==> config.mk <==
export PLATFORM = sky130hd
export DESIGN_NAME = overwriting_ring_buffer
export DESIGN_NICKNAME = d
export VERILOG_FILES = /design/src/orb_pkg.sv /design/src/orb_datapath.sv /design/src/orb_controller.sv /design/src/overwriting_ring_buffer.sv
export SDC_FILE = /design/constraint.sdc
export NUM_CORES = 1
export LEC_CHECK = 0
export BUFFER_PORTS_ARGS = -buffer_cell sky130_fd_sc_hd__buf_4
export CORE_ASPECT_RATIO = 0.7
export CORE_UTILIZATION = 45
export CTS_BUF_LIST = sky130_fd_sc_hd__clkbuf_8
export CTS_CLUSTER_DIAMETER = 50
export DETAILED_ROUTE_END_ITERATION = 6
export PLACE_DENSITY = 0.68
export SYNTH_ARGS = -nofsm -noshare
export SYNTH_HDL_FRONTEND = slang
export SYNTH_HIERARCHICAL = 1
export SYNTH_SLANG_ARGS = --single-unit
==> constraint.sdc <==
create_clock -name clk_i -period 3.9 [get_ports clk_i]
set_input_delay 1.17 -clock clk_i [delete_from_list [all_inputs] [get_ports clk_i]]
set_output_delay 1.17 -clock clk_i [all_outputs]
set_load 0.05 [all_outputs]
==> src/orb_pkg.sv <==
package orb_pkg;

  localparam int unsigned Depth    = 64;
  localparam int unsigned ElemBits = 8;
  localparam int unsigned IdxW     = $clog2(Depth);
  localparam int unsigned CntW     = $clog2(Depth + 1);
  localparam int unsigned OpW      = 2;
  localparam int unsigned ReqW     = 7;
  localparam int unsigned CapW     = 7;

  typedef enum logic [OpW-1:0] {
    OP_PUT       = 2'd0,
    OP_GET       = 2'd1,
    OP_GET_BLOCK = 2'd2,
    OP_NONE      = 2'd3
  } op_e;

  typedef struct packed {
    logic [OpW-1:0]      opcode;
    logic [ElemBits-1:0] write_data;
    logic [ReqW-1:0]     block_count;
  } in_word_t;

  typedef struct packed {
    logic [ElemBits-1:0] read_data;
    logic                has_data;
    logic                status;
    logic [CntW-1:0]     fill_count;
    logic                last;
  } out_word_t;

  typedef struct packed {
    logic accept;
    logic issue_read;
    logic load_fetch;
    logic cfg_write;
  } orb_cmd_t;

  typedef struct packed {
    logic item_reads;
    logic more;
  } orb_status_t;

endpackage

==> src/orb_datapath.sv <==
module orb_datapath (
  input  logic                            clk_i,
  input  logic                            rst_ni,
  input  orb_pkg::orb_cmd_t               cmd_i,
  output orb_pkg::orb_status_t            status_o,
  input  orb_pkg::in_word_t               in_data_i,
  input  logic [orb_pkg::CapW-1:0]        cfg_data_i,
  output orb_pkg::out_word_t              out_data_o
);
  import orb_pkg::*;

  logic [ElemBits-1:0] mem [Depth];
  logic [ElemBits-1:0] rdata_q;

  logic [IdxW-1:0] wr_idx_q, wr_idx_d;
  logic [IdxW-1:0] rd_idx_q, rd_idx_d;
  logic [CntW-1:0] cnt_q, cnt_d;
  logic [CapW-1:0] cap_q, cap_d;
  logic [ReqW-1:0] rem_q, rem_d;
  out_word_t       out_q;

  logic [CntW-1:0] cnt_inc;
  logic [ReqW-1:0] take_n;
  logic            is_put;
  logic            is_get;
  logic            is_blk;
  logic            mem_we;

  function automatic logic [IdxW-1:0] next_idx(logic [IdxW-1:0] idx, logic [CapW-1:0] cap);
    logic [IdxW:0] n;
    n = {1'b0, idx} + {{IdxW{1'b0}}, 1'b1};
    next_idx = (CapW'(n) >= cap) ? '0 : n[IdxW-1:0];
  endfunction

  assign is_put = (op_e'(in_data_i.opcode) == OP_PUT);
  assign is_get = (op_e'(in_data_i.opcode) == OP_GET);
  assign is_blk = (op_e'(in_data_i.opcode) == OP_GET_BLOCK);

  assign status_o.item_reads = (cnt_q != '0) &&
                               (is_get || (is_blk && in_data_i.block_count != '0));
  assign status_o.more       = (rem_q != '0);

  assign cnt_inc = cnt_q + CntW'(1);
  assign take_n  = !is_blk ? ReqW'(1) :
                   (in_data_i.block_count < ReqW'(cnt_q)) ? in_data_i.block_count : ReqW'(cnt_q);
  assign mem_we  = cmd_i.accept && is_put;

  always_comb begin
    wr_idx_d = wr_idx_q;
    rd_idx_d = rd_idx_q;
    cnt_d    = cnt_q;
    cap_d    = cap_q;
    rem_d    = rem_q;
    if (cmd_i.cfg_write) begin
      if (cfg_data_i != '0) begin
        cap_d    = (cfg_data_i > CapW'(Depth)) ? CapW'(Depth) : cfg_data_i;
        wr_idx_d = '0;
        rd_idx_d = '0;
        cnt_d    = '0;
      end
    end else if (mem_we) begin
      wr_idx_d = next_idx(wr_idx_q, cap_q);
      if (CapW'(cnt_inc) >= cap_q) begin
        // Full: the oldest word is overwritten, so reading restarts behind the writer.
        cnt_d    = CntW'(cap_q);
        rd_idx_d = wr_idx_d;
      end else begin
        cnt_d = cnt_inc;
      end
    end else if (cmd_i.issue_read) begin
      rd_idx_d = next_idx(rd_idx_q, cap_q);
      cnt_d    = cnt_q - CntW'(1);
    end
    if (cmd_i.accept) begin
      // Words that read nothing leave no further reads pending.
      rem_d = status_o.item_reads ? (take_n - ReqW'(1)) : '0;
    end else if (cmd_i.issue_read) begin
      rem_d = rem_q - ReqW'(1);
    end
  end

  always_ff @(posedge clk_i or negedge rst_ni) begin
    if (!rst_ni) begin
      wr_idx_q <= '0;
      rd_idx_q <= '0;
      cnt_q    <= '0;
      cap_q    <= CapW'(Depth);
      rem_q    <= '0;
    end else begin
      wr_idx_q <= wr_idx_d;
      rd_idx_q <= rd_idx_d;
      cnt_q    <= cnt_d;
      cap_q    <= cap_d;
      rem_q    <= rem_d;
    end
  end

  always_ff @(posedge clk_i) begin
    if (mem_we) begin
      mem[wr_idx_q] <= in_data_i.write_data;
    end
    if (cmd_i.issue_read) begin
      rdata_q <= mem[rd_idx_q];
    end
  end

  always_ff @(posedge clk_i) begin
    if (cmd_i.accept && !status_o.item_reads) begin
      out_q.read_data  <= '0;
      out_q.has_data   <= 1'b0;
      out_q.status     <= (cnt_q == '0) &&
                          (is_get || (is_blk && in_data_i.block_count != '0));
      out_q.fill_count <= cnt_d;
      out_q.last       <= 1'b1;
    end else if (cmd_i.load_fetch) begin
      out_q.read_data  <= rdata_q;
      out_q.has_data   <= 1'b1;
      out_q.status     <= 1'b0;
      out_q.fill_count <= cnt_q;
      out_q.last       <= (rem_q == '0);
    end
  end

  assign out_data_o = out_q;

  a_cnt_le_cap: assert property (@(posedge clk_i) disable iff (!rst_ni)
    CapW'(cnt_q) <= cap_q)
    else $error("fill count exceeds capacity");

  a_cap_range: assert property (@(posedge clk_i) disable iff (!rst_ni)
    (cap_q != '0) && (cap_q <= CapW'(Depth)))
    else $error("capacity out of range");

  a_read_nonempty: assert property (@(posedge clk_i) disable iff (!rst_ni)
    cmd_i.issue_read |-> (cnt_q != '0))
    else $error("read issued on empty buffer");

  a_full_ptrs: assert property (@(posedge clk_i) disable iff (!rst_ni)
    (CapW'(cnt_q) == cap_q) |-> (wr_idx_q == rd_idx_q))
    else $error("full buffer with split pointers");

endmodule

==> src/orb_controller.sv <==
module orb_controller (
  input  logic                 clk_i,
  input  logic                 rst_ni,
  input  logic                 in_valid_i,
  output logic                 in_stall_o,
  output logic                 out_valid_o,
  input  logic                 out_stall_i,
  input  logic                 cfg_valid_i,
  output logic                 cfg_ready_o,
  input  orb_pkg::orb_status_t status_i,
  output orb_pkg::orb_cmd_t    cmd_o
);
  import orb_pkg::*;

  typedef enum logic [2:0] {
    S_IDLE  = 3'b001,
    S_FETCH = 3'b010,
    S_EMIT  = 3'b100
  } state_e;

  state_e state_q, state_d;
  logic   in_acc;
  logic   out_acc;

  assign in_stall_o  = (state_q != S_IDLE) || cfg_valid_i;
  assign cfg_ready_o = (state_q == S_IDLE);
  assign out_valid_o = (state_q == S_EMIT);
  assign in_acc      = in_valid_i && !in_stall_o;
  assign out_acc     = out_valid_o && !out_stall_i;

  always_comb begin
    cmd_o.accept     = in_acc;
    cmd_o.cfg_write  = cfg_valid_i && cfg_ready_o;
    cmd_o.load_fetch = (state_q == S_FETCH);
    cmd_o.issue_read = (in_acc && status_i.item_reads) || (out_acc && status_i.more);
  end

  always_comb begin
    state_d = state_q;
    case (state_q)
      S_IDLE: begin
        if (in_acc) begin
          state_d = status_i.item_reads ? S_FETCH : S_EMIT;
        end
      end
      S_FETCH: begin
        state_d = S_EMIT;
      end
      S_EMIT: begin
        if (out_acc) begin
          state_d = status_i.more ? S_FETCH : S_IDLE;
        end
      end
      default: begin
        state_d = S_IDLE;
      end
    endcase
  end

  always_ff @(posedge clk_i or negedge rst_ni) begin
    if (!rst_ni) begin
      state_q <= S_IDLE;
    end else begin
      state_q <= state_d;
    end
  end

  a_fetch_then_emit: assert property (@(posedge clk_i) disable iff (!rst_ni)
    (state_q == S_FETCH) |=> (state_q == S_EMIT))
    else $error("fetch not followed by output");

  a_no_accept_busy: assert property (@(posedge clk_i) disable iff (!rst_ni)
    in_acc |-> !cmd_o.cfg_write)
    else $error("word accepted together with a configuration write");

  a_read_source: assert property (@(posedge clk_i) disable iff (!rst_ni)
    cmd_o.issue_read |=> (state_q == S_FETCH))
    else $error("memory read without fetch state");

endmodule

==> src/overwriting_ring_buffer.sv <==
// Overwriting ring buffer of 8-bit words with a configurable capacity.
// Input channel (in_valid_i / in_stall_o / in_data_i) carries an opcode: put
// stores a word, get takes the oldest word, get block takes up to
// block_count words. Output channel (out_valid_o / out_stall_i / out_data_o)
// returns one word per result with the fill count after that result; the
// final result of each input word has last set.
// The configuration channel (cfg_valid_i / cfg_ready_o / cfg_data_i) writes
// the capacity, which empties the buffer; zero is ignored, values above 64
// saturate. It is taken only while no input word is in progress.
// One input word is handled at a time. A put, or any word that reads
// nothing, shows its result in the cycle after acceptance. Each get
// result passes the registered memory port and then, in the fetch state,
// the output register; a block get reads each further word only once the
// previous result is taken. A new input word is accepted in idle, after the
// last result is taken. A stalled result simply holds in the output register.
// Reset empties the buffer and sets the capacity to 64; no clearing pass is
// needed, since only written slots are ever read.
module overwriting_ring_buffer (
  input  logic                     clk_i,
  input  logic                     rst_ni,
  input  logic                     in_valid_i,
  output logic                     in_stall_o,
  input  orb_pkg::in_word_t        in_data_i,
  output logic                     out_valid_o,
  input  logic                     out_stall_i,
  output orb_pkg::out_word_t       out_data_o,
  input  logic                     cfg_valid_i,
  output logic                     cfg_ready_o,
  input  logic [orb_pkg::CapW-1:0] cfg_data_i
);
  import orb_pkg::*;

  orb_cmd_t    cmd;
  orb_status_t status;

  orb_controller u_ctrl (
    .clk_i      (clk_i),
    .rst_ni     (rst_ni),
    .in_valid_i (in_valid_i),
    .in_stall_o (in_stall_o),
    .out_valid_o(out_valid_o),
    .out_stall_i(out_stall_i),
    .cfg_valid_i(cfg_valid_i),
    .cfg_ready_o(cfg_ready_o),
    .status_i   (status),
    .cmd_o      (cmd)
  );

  orb_datapath u_dp (
    .clk_i     (clk_i),
    .rst_ni    (rst_ni),
    .cmd_i     (cmd),
    .status_o  (status),
    .in_data_i (in_data_i),
    .cfg_data_i(cfg_data_i),
    .out_data_o(out_data_o)
  );

endmodule
# --- After elaboration in Yosys (flattened, before gate mapping) ---
# Memory sizes are Yosys's and may differ from the RTL's. A register that Yosys moved wholly into a read port is not among the register bits.
# Index checks and enable logic that the tools add are counted.
classes:
  reduce_logical: 31
  eq_ne: 10
  n_mux: 29
  n_lt_le_gt_ge: 5
  addsub: 6
ops:
  columns: ["operator", "n"]
  rows:
  - ["7-bit two-way mux", 11]
  - ["6-bit two-way mux", 9]
  - ["7-bit nonzero test", 4]
  - ["7-bit >= comparator", 3]
  - ["7-bit by 1-bit subtractor with 7-bit output (second input constant)", 3]
  - ["9-bit two-way mux", 2]
  - ["6-bit by 1-bit adder with 7-bit output (second input constant)", 2]
  - ["7-bit zero test", 2]
  - ["1-bit logical AND", 10]
  - ["3-bit two-way mux", 3]
  - ["3-bit case mux with 3 select lines", 1]
  - ["7-bit by 1-bit adder with 7-bit output (second input constant)", 1]
  - ["7-bit greater-than comparator (second input constant)", 1]
  - ["7-bit less-than comparator", 1]
  - ["2-bit AND reduction", 3]
  - ["2-bit nonzero test", 3]
  - ["2-bit != test (second input constant)", 2]
  - ["3-bit by 1-bit equality test with 1-bit output (second input constant)", 1]
  - ["3-bit by 2-bit equality test with 1-bit output (second input constant)", 1]
  - ["3-bit equality test (second input constant)", 1]
  - ["1-bit zero test", 3]
  - ["1-bit logical OR", 3]
  - ["3-bit by 1-bit != test with 1-bit output (second input constant)", 1]
  - ["3-bit != test (second input constant)", 1]
  - ["other kinds (8)", 9]
totals:
  n_memories: 1
  word_cells: 93
  regBits: 54
  ram_bits: 512
  output_inout_bits: 21
  inputBits: 29
mem_list:
  columns: ["memory", "words", "word_bits", "rd", "rd_ports_with_merged_regs", "write_ports", "line", "text"]
  rows:
  - ["u_dp.mem", 64, 8, 1, 1, 1, "orb_datapath.sv:12", "logic [ElemBits-1:0] mem [Depth];"]

# --- Depth between registers and ports, before layout ---
# Gate-level depths: netlist of the first run.
depth:
  depth_word: 10
  depth_mapped: 14
  depth_no_buf: 13

# --- By module ---
# The synthesis of the first run kept the hierarchy.
by_module_without_submodules:
  columns: ["mod", "area_each_um2", "cells_per_inst", "seq_area_each_um2", "n_inst"]
  rows:
  - ["orb_datapath", 24051.8, 1426, 16882.4, 1]
  - ["orb_controller", 210.2, 20, 76.3, 1]

# --- Worst setup path before layout of the first run ---
# No wires, ideal clock.
synth_timing:
  path_type: "register -> register"
  from: "reg u_ctrl.state_q[0]"
  to: "mem u_dp.mem[15][0], enable pin"
  path_stages_with_launch: 8
  t_arrival_ps: 3036
  path_slack_ps: 493
  setup_ps: 370
  path_buffers: 2
  t_required_ps: 3530
  period_less_slack_ps: 3407
  path_cell_list: "dfstp_2 > nor3b_2 > and3b_4 > buf_4 > nor3b_2 > clkbuf_1 > nand4_1 > nor2_1"
synth_via:
  elab_chain_cells: 7
synth_lines:
  columns: ["element", "line", "text"]
  rows:
  - ["start, declared", "orb_controller.sv:21", "state_e state_q, state_d;"]
  - ["start signal, assigned", "orb_controller.sv:64", "state_q <= state_d;"]
  - ["3-bit by 1-bit != test with 1-bit output", "orb_controller.sv:25", "assign in_stall_o = (state_q != S_IDLE) || cfg_valid_i;"]
  - ["1-bit logical OR", "orb_controller.sv:25", null]
  - ["1-bit zero test", "orb_controller.sv:28", "assign in_acc = in_valid_i && !in_stall_o;"]
  - ["1-bit logical AND", "orb_controller.sv:28", null]
  - ["via u_ctrl.in_acc", "orb_controller.sv:22", "logic in_acc;"]
  - ["1-bit logical AND", "orb_datapath.sv:46", "assign mem_we = cmd_i.accept && is_put;"]
  - ["1-bit two-way mux", "orb_datapath.sv:99", "if (mem_we) begin"]
  - ["1-bit two-way mux (not written as such)", "orb_datapath.sv:100", "mem[wr_idx_q] <= in_data_i.write_data;"]
  - ["end, declared", "orb_datapath.sv:12", null]
# The timed path passes the listed nets, and every way through them passes these cells.

# --- Worst setup path in the final report of the first run ---
layout_timing:
  from: "reg u_dp.wr_idx_q[0]"
  to: "reg u_dp.rd_idx_q[4]"
layout_via:
  elab_chain_cells: 6
layout_lines:
  columns: ["element", "line", "text"]
  rows:
  - ["start, declared", "orb_datapath.sv:15", "logic [IdxW-1:0] wr_idx_q, wr_idx_d;"]
  - ["start signal, assigned", "orb_datapath.sv:90", "wr_idx_q <= wr_idx_d;"]
  - ["6-bit by 1-bit adder with 7-bit output (*)", "orb_datapath.sv:31", "n = {1'b0, idx} + {{IdxW{1'b0}}, 1'b1};"]
  - ["7-bit >= comparator", "orb_datapath.sv:32", "next_idx = (CapW'(n) >= cap) ? '0 : n[IdxW-1:0];"]
  - ["6-bit two-way mux (*)", "orb_datapath.sv:32", null]
  - ["6-bit two-way mux (*)", "orb_datapath.sv:63", "if (CapW'(cnt_inc) >= cap_q) begin"]
  - ["6-bit two-way mux (*)", "orb_datapath.sv:61", "end else if (mem_we) begin"]
  - ["6-bit two-way mux (*)", "orb_datapath.sv:54", "if (cmd_i.cfg_write) begin"]
  - ["end signal, assigned", "orb_datapath.sv:91", "rd_idx_q <= rd_idx_d;"]
  - ["end, declared", "orb_datapath.sv:16", "logic [IdxW-1:0] rd_idx_q, rd_idx_d;"]
# Mark *: on every way between the ends. The rest lies on a longest branch, timed or not. The select of a mux whose other input is x is not followed.
# A chain may end at the register's enable or synchronous reset.

==> impl_metrics.toml, run 1 <==
[run_status]
status = "finished, final reports clean"

[layout]
area_growth_pct = 12.96
nNetsFinal = 1669
multi_input_area_mm2 = 0.006739
utilization_pct = 51.98
diodes = 0
num-fill-cells = 4331
post_layout_nonfiller_instances = 2392
layout-drive-gt1-share_pct = 21.35
seqCellArea_mm2 = 0.01697

[logic_synthesis]
synth_nets = 1510
yosysWarnings = 6
synth_seq_cells = 574
synth_top_area_share_pct = 65.35
syn_area_per_cell_um2 = 16.78
seq_area_frac_synth_pct = 69.90
syn-cell-area_mm2 = 0.02426
synthFlopType = "edfxtp_1"
yosys.area.top_type = "edfxtp_1"
ys_types = 69
synthArstFlopShare_pct = 6.272
synth_area_leaders = "edfxtp_1 65%, mux4_2 7.1%, mux2i_1 4.5%"
synth_edf_count = 528
syn_inst = 1446

[clocking]
cts_tree = "yes"
clockRootBuffer = "clkbuf_8"
clk_pin_slew_ns = 0.07
cts_buffer_depth = 3
ctsHoldBuffers = 0
htree_levels = 3
clock-sinks = 574
cts_made_buffers = 84
clk_latency_ns = 0.65

[die]
start_util_pct = 46.02
die_h_um = 196.3
rows = 70
dieArea_mm2 = 0.05486
coreArea_mm2 = 0.05273
die_w_um = 279.5
io_pins = 50

[sta]
skew_ns = 0.02159
fin_crit_ns = 3.432
worst_pin_slew_ns = 1.201
hold_viol = 0
setup_viol = 0
rsz0062_at_grt = "no"
final_max_slew_viol_count = 0
slew-limit-headroom_pct = 19.11
setup_tns_ns = 0
fmax_ghz = 0.2914
min_period_over_period_pct = 87.99

[pwr]
ir_drop_v = 0.0004019
power.leakage_nw = 9.494
p_per_area_mw_per_mm2 = 631.1

[global_routing]
antenna_found_initial = 0
grt_pass1_wl_mm = 84.74
grtUsageTotal_pct = 20.67
grt_pass1_vias = 13730
overflow = 0
grt_max_degree = 115

[critical_path]
end_kind = "flop"
cpPeakStageDelay_ns = 0.95
critPathKind = "reg -> reg"
crit_top_cell = "ha_1"
crit_path_max_fanout = 11
crit_path_cell_trace = "ha_1 > nand3_1 > xor2_1 > inv_1 > ha_1 > o2111ai_1 > o21ai_0 > o32ai_1 > a22o_1"
crit_family = "compound AO/OA/AOI/OAI gates"
worstSetupStartpointType = "flop"
worstPathRequired_ns = 4.43
crit_slowest_cell = "o21ai_0"
crit_arrival_ns = 3.97
critical_path_buf_inv_count = 1

[drt]
routedWlPerCell_um = 23.42
drt_drc_violations_left = 0
dr.pass1.iters = 5
antenna_left = 0
viasPerCell = 5.836
drtIter0Drc = 1450
wl_mm = 56.01
vias = 13960

[placement]
io_buffers = 49
gp_congestion = 0.9094
dp_hpwl_mm = 36.09
dp_cells = 2239

[job]
cap_viol_max_count = 0

[hold_path]
min_path_type = "reg -> reg"
synth_stat cells, types with 6 or more instances:
cell and count:
edfxtp_1 528, nor2_1 111, mux2i_1 108, mux4_2 77, a21oi_1 52, o221ai_1 51, nand2_1 44, ha_1 35
dfrtp_1 34, o21ai_0 34, inv_1 33, o22ai_1 29, clkbuf_1 28, buf_2 18, nand3_1 17, xnor2_1 17
nor3_1 13, buf_4 11, mux4_1 11, nand2b_1 11, and3_1 10, dfxtp_1 10, o21ai_1 10, a21o_1 9
nand3b_1 9, xor2_1 9, a22oi_1 8, buf_1 8, and2_1 7, a211oi_1 6, buf_6 6, o211ai_1 6
o21a_1 6
per-layer routing:
metal | vias to the layer above | part of all wire (%) | global-route usage [%]
met1 | 7100 | 45 | 31.68
met3 | 75 | 9.7 | 5.109
met2 | 653 | 43 | 29.39
li1 | 6131 | - | -
met4 | 0 | 1.6 | 5.222
met5 | - | 0 | 0
flip-flops by register name, summed over array words and instances, names as in the netlist:
signal	count
u_dp/rdata_q	8
u_dp/cap_q	7
u_dp/mem	512
u_dp/rd_idx_q	6
u_dp/cnt_q	7
u_ctrl/state_q	3
u_dp/wr_idx_q	6
u_dp/out_data_o	18
u_dp/rem_q	7
worst min-delay path: cells and delay by family (launching register included):
kind | cells | cell delay, ns
simple gates | 2 | 0.11
flops | 1 | 0.34
metrics by stage:
| stage | power (mW) | hold slack [ns] | cell area [um2] | setup slack (ns) |
|---|---|---|---|---|
| global placement | 12.78 | 0.4520 | 25860 | 0.04126 |
| detailed placement | 12.85 | 0.4676 | 25860 | -0.09912 |
| CTS | 17.34 | 0.4712 | 27400 | 0.2810 |
| floorplan | 11.34 | 0.4563 | 24260 | 0.4934 |
| finish | 17.30 | 0.4817 | 27410 | 0.4683 |
| global route | 18.06 | 0.4851 | 27410 | 0.3077 |
power breakdown:
part / switching, mW / internal, mW / leakage (nW)
Sequential: 0.313 / 6.98 / 5.30
Combinational: 3.28 / 2.24 / 3.31
Clock: 2.29 / 2.20 / 0.879
final timing paths:
check | from | end | slack (ns) | cells after the start
max reg2reg | u_dp/wr_idx_q[0] | u_dp/rd_idx_q[4] | 0.47 | 9
max in group asynchronous | rst_ni | u_ctrl/state_q[0] | 3.02 | 1
min reg2reg | u_dp/out_data_o[9] | u_dp/out_data_o[9] | 0.48 | 2
min | u_dp/out_data_o[9] | u_dp/out_data_o[9] | 0.48 | 2
min in group asynchronous | rst_ni | u_dp/rd_idx_q[2] | 0.49 | 1
max | u_dp/wr_idx_q[0] | u_dp/rd_idx_q[4] | 0.47 | 9
cell families after synthesis:
kind of cell | Yosys count | synth area share [%]
simple gates | 253 | 4.982
flops | 574 | 69.90
mux | 202 | 13.09
xor+xnor | 26 | 0.9386
compound gates | 246 | 6.910
fa+ha+maj | 35 | 1.805
buf+inv | 110 | 2.377
cells in the final DEF, fill, tap and decap left out, types with 5 or more instances in the layout:
master,netlist,routed
ha_1,35,35
clkinv_1,2,24
a211oi_1,6,6
nand3b_1,9,9
a21oi_1,52,52
a22oi_1,8,8
o211ai_1,6,6
a21o_1,9,9
nand3_1,17,17
dfxtp_1,10,10
clkbuf_8,0,89
o21a_1,6,6
xor2_1,9,9
nor2_1,111,111
nor2b_1,5,5
xnor2_1,17,17
dfrtp_1,34,32
nand2b_1,11,10
mux4_2,77,77
edfxtp_1,528,528
buf_4,11,147
and2_1,7,7
clkinv_2,0,7
inv_1,33,59
and3_1,10,10
a22o_1,5,5
nand2_1,44,44
mux2_2,5,5
o221ai_1,51,51
mux4_1,11,11
o21ai_1,10,10
mux2i_1,108,108
o21ai_0,34,34
nor4_1,5,5
o22ai_1,29,29
nor3_1,13,13
what timing repair did:
action	CTS	global route
setup buffers	0	0
setup endpoints to repair	0	5
gates resized for setup	0	1
layout make-up:
cell class,count,area share (%)
Sequential cell,574,61.91
Multi-Input combinational cell,762,24.59
Clock buffer,89,4.469
Timing Repair Buffer,148,4.100
Tap cell,720,3.287
Clock inverter,64,1.169
Inverter,35,0.4794
Note: power is estimated with default switching activity, not from simulation.
==> inputs of run 2 (changes only) <==
--- a/config.mk
+++ b/config.mk
@@ -11,6 +11,7 @@
 export CTS_BUF_LIST = sky130_fd_sc_hd__clkbuf_8
 export CTS_CLUSTER_DIAMETER = 50
 export DETAILED_ROUTE_END_ITERATION = 6
+export GPL_TIMING_DRIVEN = 0
 export PLACE_DENSITY = 0.68
 export SYNTH_ARGS = -nofsm -noshare
 export SYNTH_HDL_FRONTEND = slang
==> impl_metrics.toml, run 2 (synthesis results as in run 1) <==
[drt]
vias = 14220
dr.pass1.iters = 5
routedWlPerCell_um = 25.63
drt_drc_violations_left = 0
antenna_left = 0
viasPerCell = 5.990
met1_length_mm = 27.18
dr.max_layer_used = "met4"
wl_mm = 60.83
met2_length_mm = 26.09
drtIter0Drc = 1752
wl_met3_mm = 6.405

[critical_path]
crit_path_max_fanout = 10
r2r_slack_ns = -0.005
crit_start = "u_ctrl/state_q[0]"
worstSetupStartpointType = "flop"
critPathKind = "reg -> reg"
reg2reg_from = "u_ctrl/state_q[0]"
crit_arrival_ns = 4.20
worstPathRequired_ns = 4.19
setup.worst_path.end = "u_dp/mem[53][7]"
end_kind = "flop"
reg2regPathDepth = 7
reg2reg_to = "u_dp/mem[53][7]"

[sta]
fin_crit_ns = 3.905
final_max_slew_viol_count = 0
whs_ns = 0.4882
setup_ws_ns = -0.005029
fmax_ghz = 0.2561
rsz0062_at_grt = "yes"
setup_viol = 4
slew-limit-headroom_pct = 29.08
worst_pin_slew_ns = 1.064
skew_ns = 0.02425
min_period_over_period_pct = 100.1
setup_tns_ns = -0.01313
hold_viol = 0

[global_routing]
grt_pass1_wl_mm = 90.02
grt_max_degree = 65
antenna_found_initial = 1
grtUsageTotal_pct = 22.51
grt_pass1_vias = 13890
overflow = 0

[layout]
seqCellArea_mm2 = 0.01696
largest_register_ffs = 512
final_cell_mix = "528 x edfxtp_1, 108 x mux2i_1, 89 x clkbuf_8"
nNetsFinal = 1649
regMostFlops = "u_dp/mem"
utilization_pct = 51.71
layout_commonest_cell = "edfxtp_1"
area_growth_pct = 12.38
num-fill-cells = 4326
multi_input_area_mm2 = 0.006847
layout-drive-gt1-share_pct = 19.92

[run_status]
status = "finished with violations"
violations = "setup timing"

[placement]
gp_congestion = 0.9325
dp_hpwl_mm = 40.31
io_buffers = 49

[clocking]
cts_made_buffers = 86
clk_latency_ns = 0.66
ctsHoldBuffers = 0
cts_buffer_depth = 3
clk_pin_slew_ns = 0.06
cts_tree = "yes"
clock-sinks = 574
clockRootBuffer = "clkbuf_8"
htree_levels = 3

[die]
io_pins = 50
dieArea_mm2 = 0.05486
start_util_pct = 46.02
rows = 70
coreArea_mm2 = 0.05273
die_h_um = 196.3
die_w_um = 279.5

[job]
cap_viol_max_count = 0

[hold_path]
min_path_type = "in -> async"

[pwr]
ir_drop_v = 0.0003482
p_per_area_mw_per_mm2 = 656.3
power.leakage_nw = 9.277
power_mw = 17.90
-- run 2: worst min path at each step --
stage | to | slack [ns] | depth (start not counted)
floorplan | u_dp/out_data_o[10] | 0.46 | 2
global placement | u_dp/out_data_o[9] | 0.45 | 2
detailed placement | u_dp/out_data_o[9] | 0.48 | 2
CTS | u_dp/cap_q[0] | 0.47 | 1
global route | u_dp/cap_q[0] | 0.50 | 1
finish | u_dp/cap_q[5] | 0.49 | 1
-- run 2: critical path: stages (launching register included) --
cell,delay [ns]
dfstp_2,0.57
nor3b_2,0.27
and3b_4,0.26
buf_4,0.13
nor3b_2,0.45
clkbuf_1,0.51
nand3_2,0.68
nor2_2,0.64
-- run 2: layout make-up --
class / count / share of cell area [%]
antenna: 1 / 0.009178
buffer: 75 / 1.634
tap: 720 / 3.304
inverter: 35 / 0.4819
sequential: 574 / 62.20
clock buffer: 89 / 4.493
clock inverter: 66 / 1.363
multi-input combinational: 762 / 25.11
timing repair buffer: 51 / 1.404
-- run 2: per-layer routing --
| layer | vias to the layer above | GRT usage, % |
|---|---|---|
| met2 | 733 | 31.94 |
| met3 | 100 | 5.276 |
| met5 | - | 0 |
| met4 | 0 | 5.707 |
| met1 | 7284 | 34.75 |
| li1 | 6098 | - |
-- run 2: what timing repair did --
action	CTS	global route
gates resized for setup	13	27
setup endpoints to repair	256	184
pin swaps	1	0
buffers inserted	2	0
cloned	0	0
-- run 2: metrics by stage --
stage               std cells  setup WS, ns  cell area [um2]
global route             2372       -0.1862            27260
CTS                      2372       -0.2978            27180
detailed placement       2215       -0.9615            25530
finish                   2373     -0.005029            27260
floorplan                1446        0.4934            24260
global placement         2215       -0.9216            25530
-- run 2: power breakdown --
| group | switching (mW) | internal (mW) |
|---|---|---|
| Combinational | 3.74 | 2.39 |
| Clock | 2.30 | 2.33 |
| Sequential | 0.159 | 6.97 |
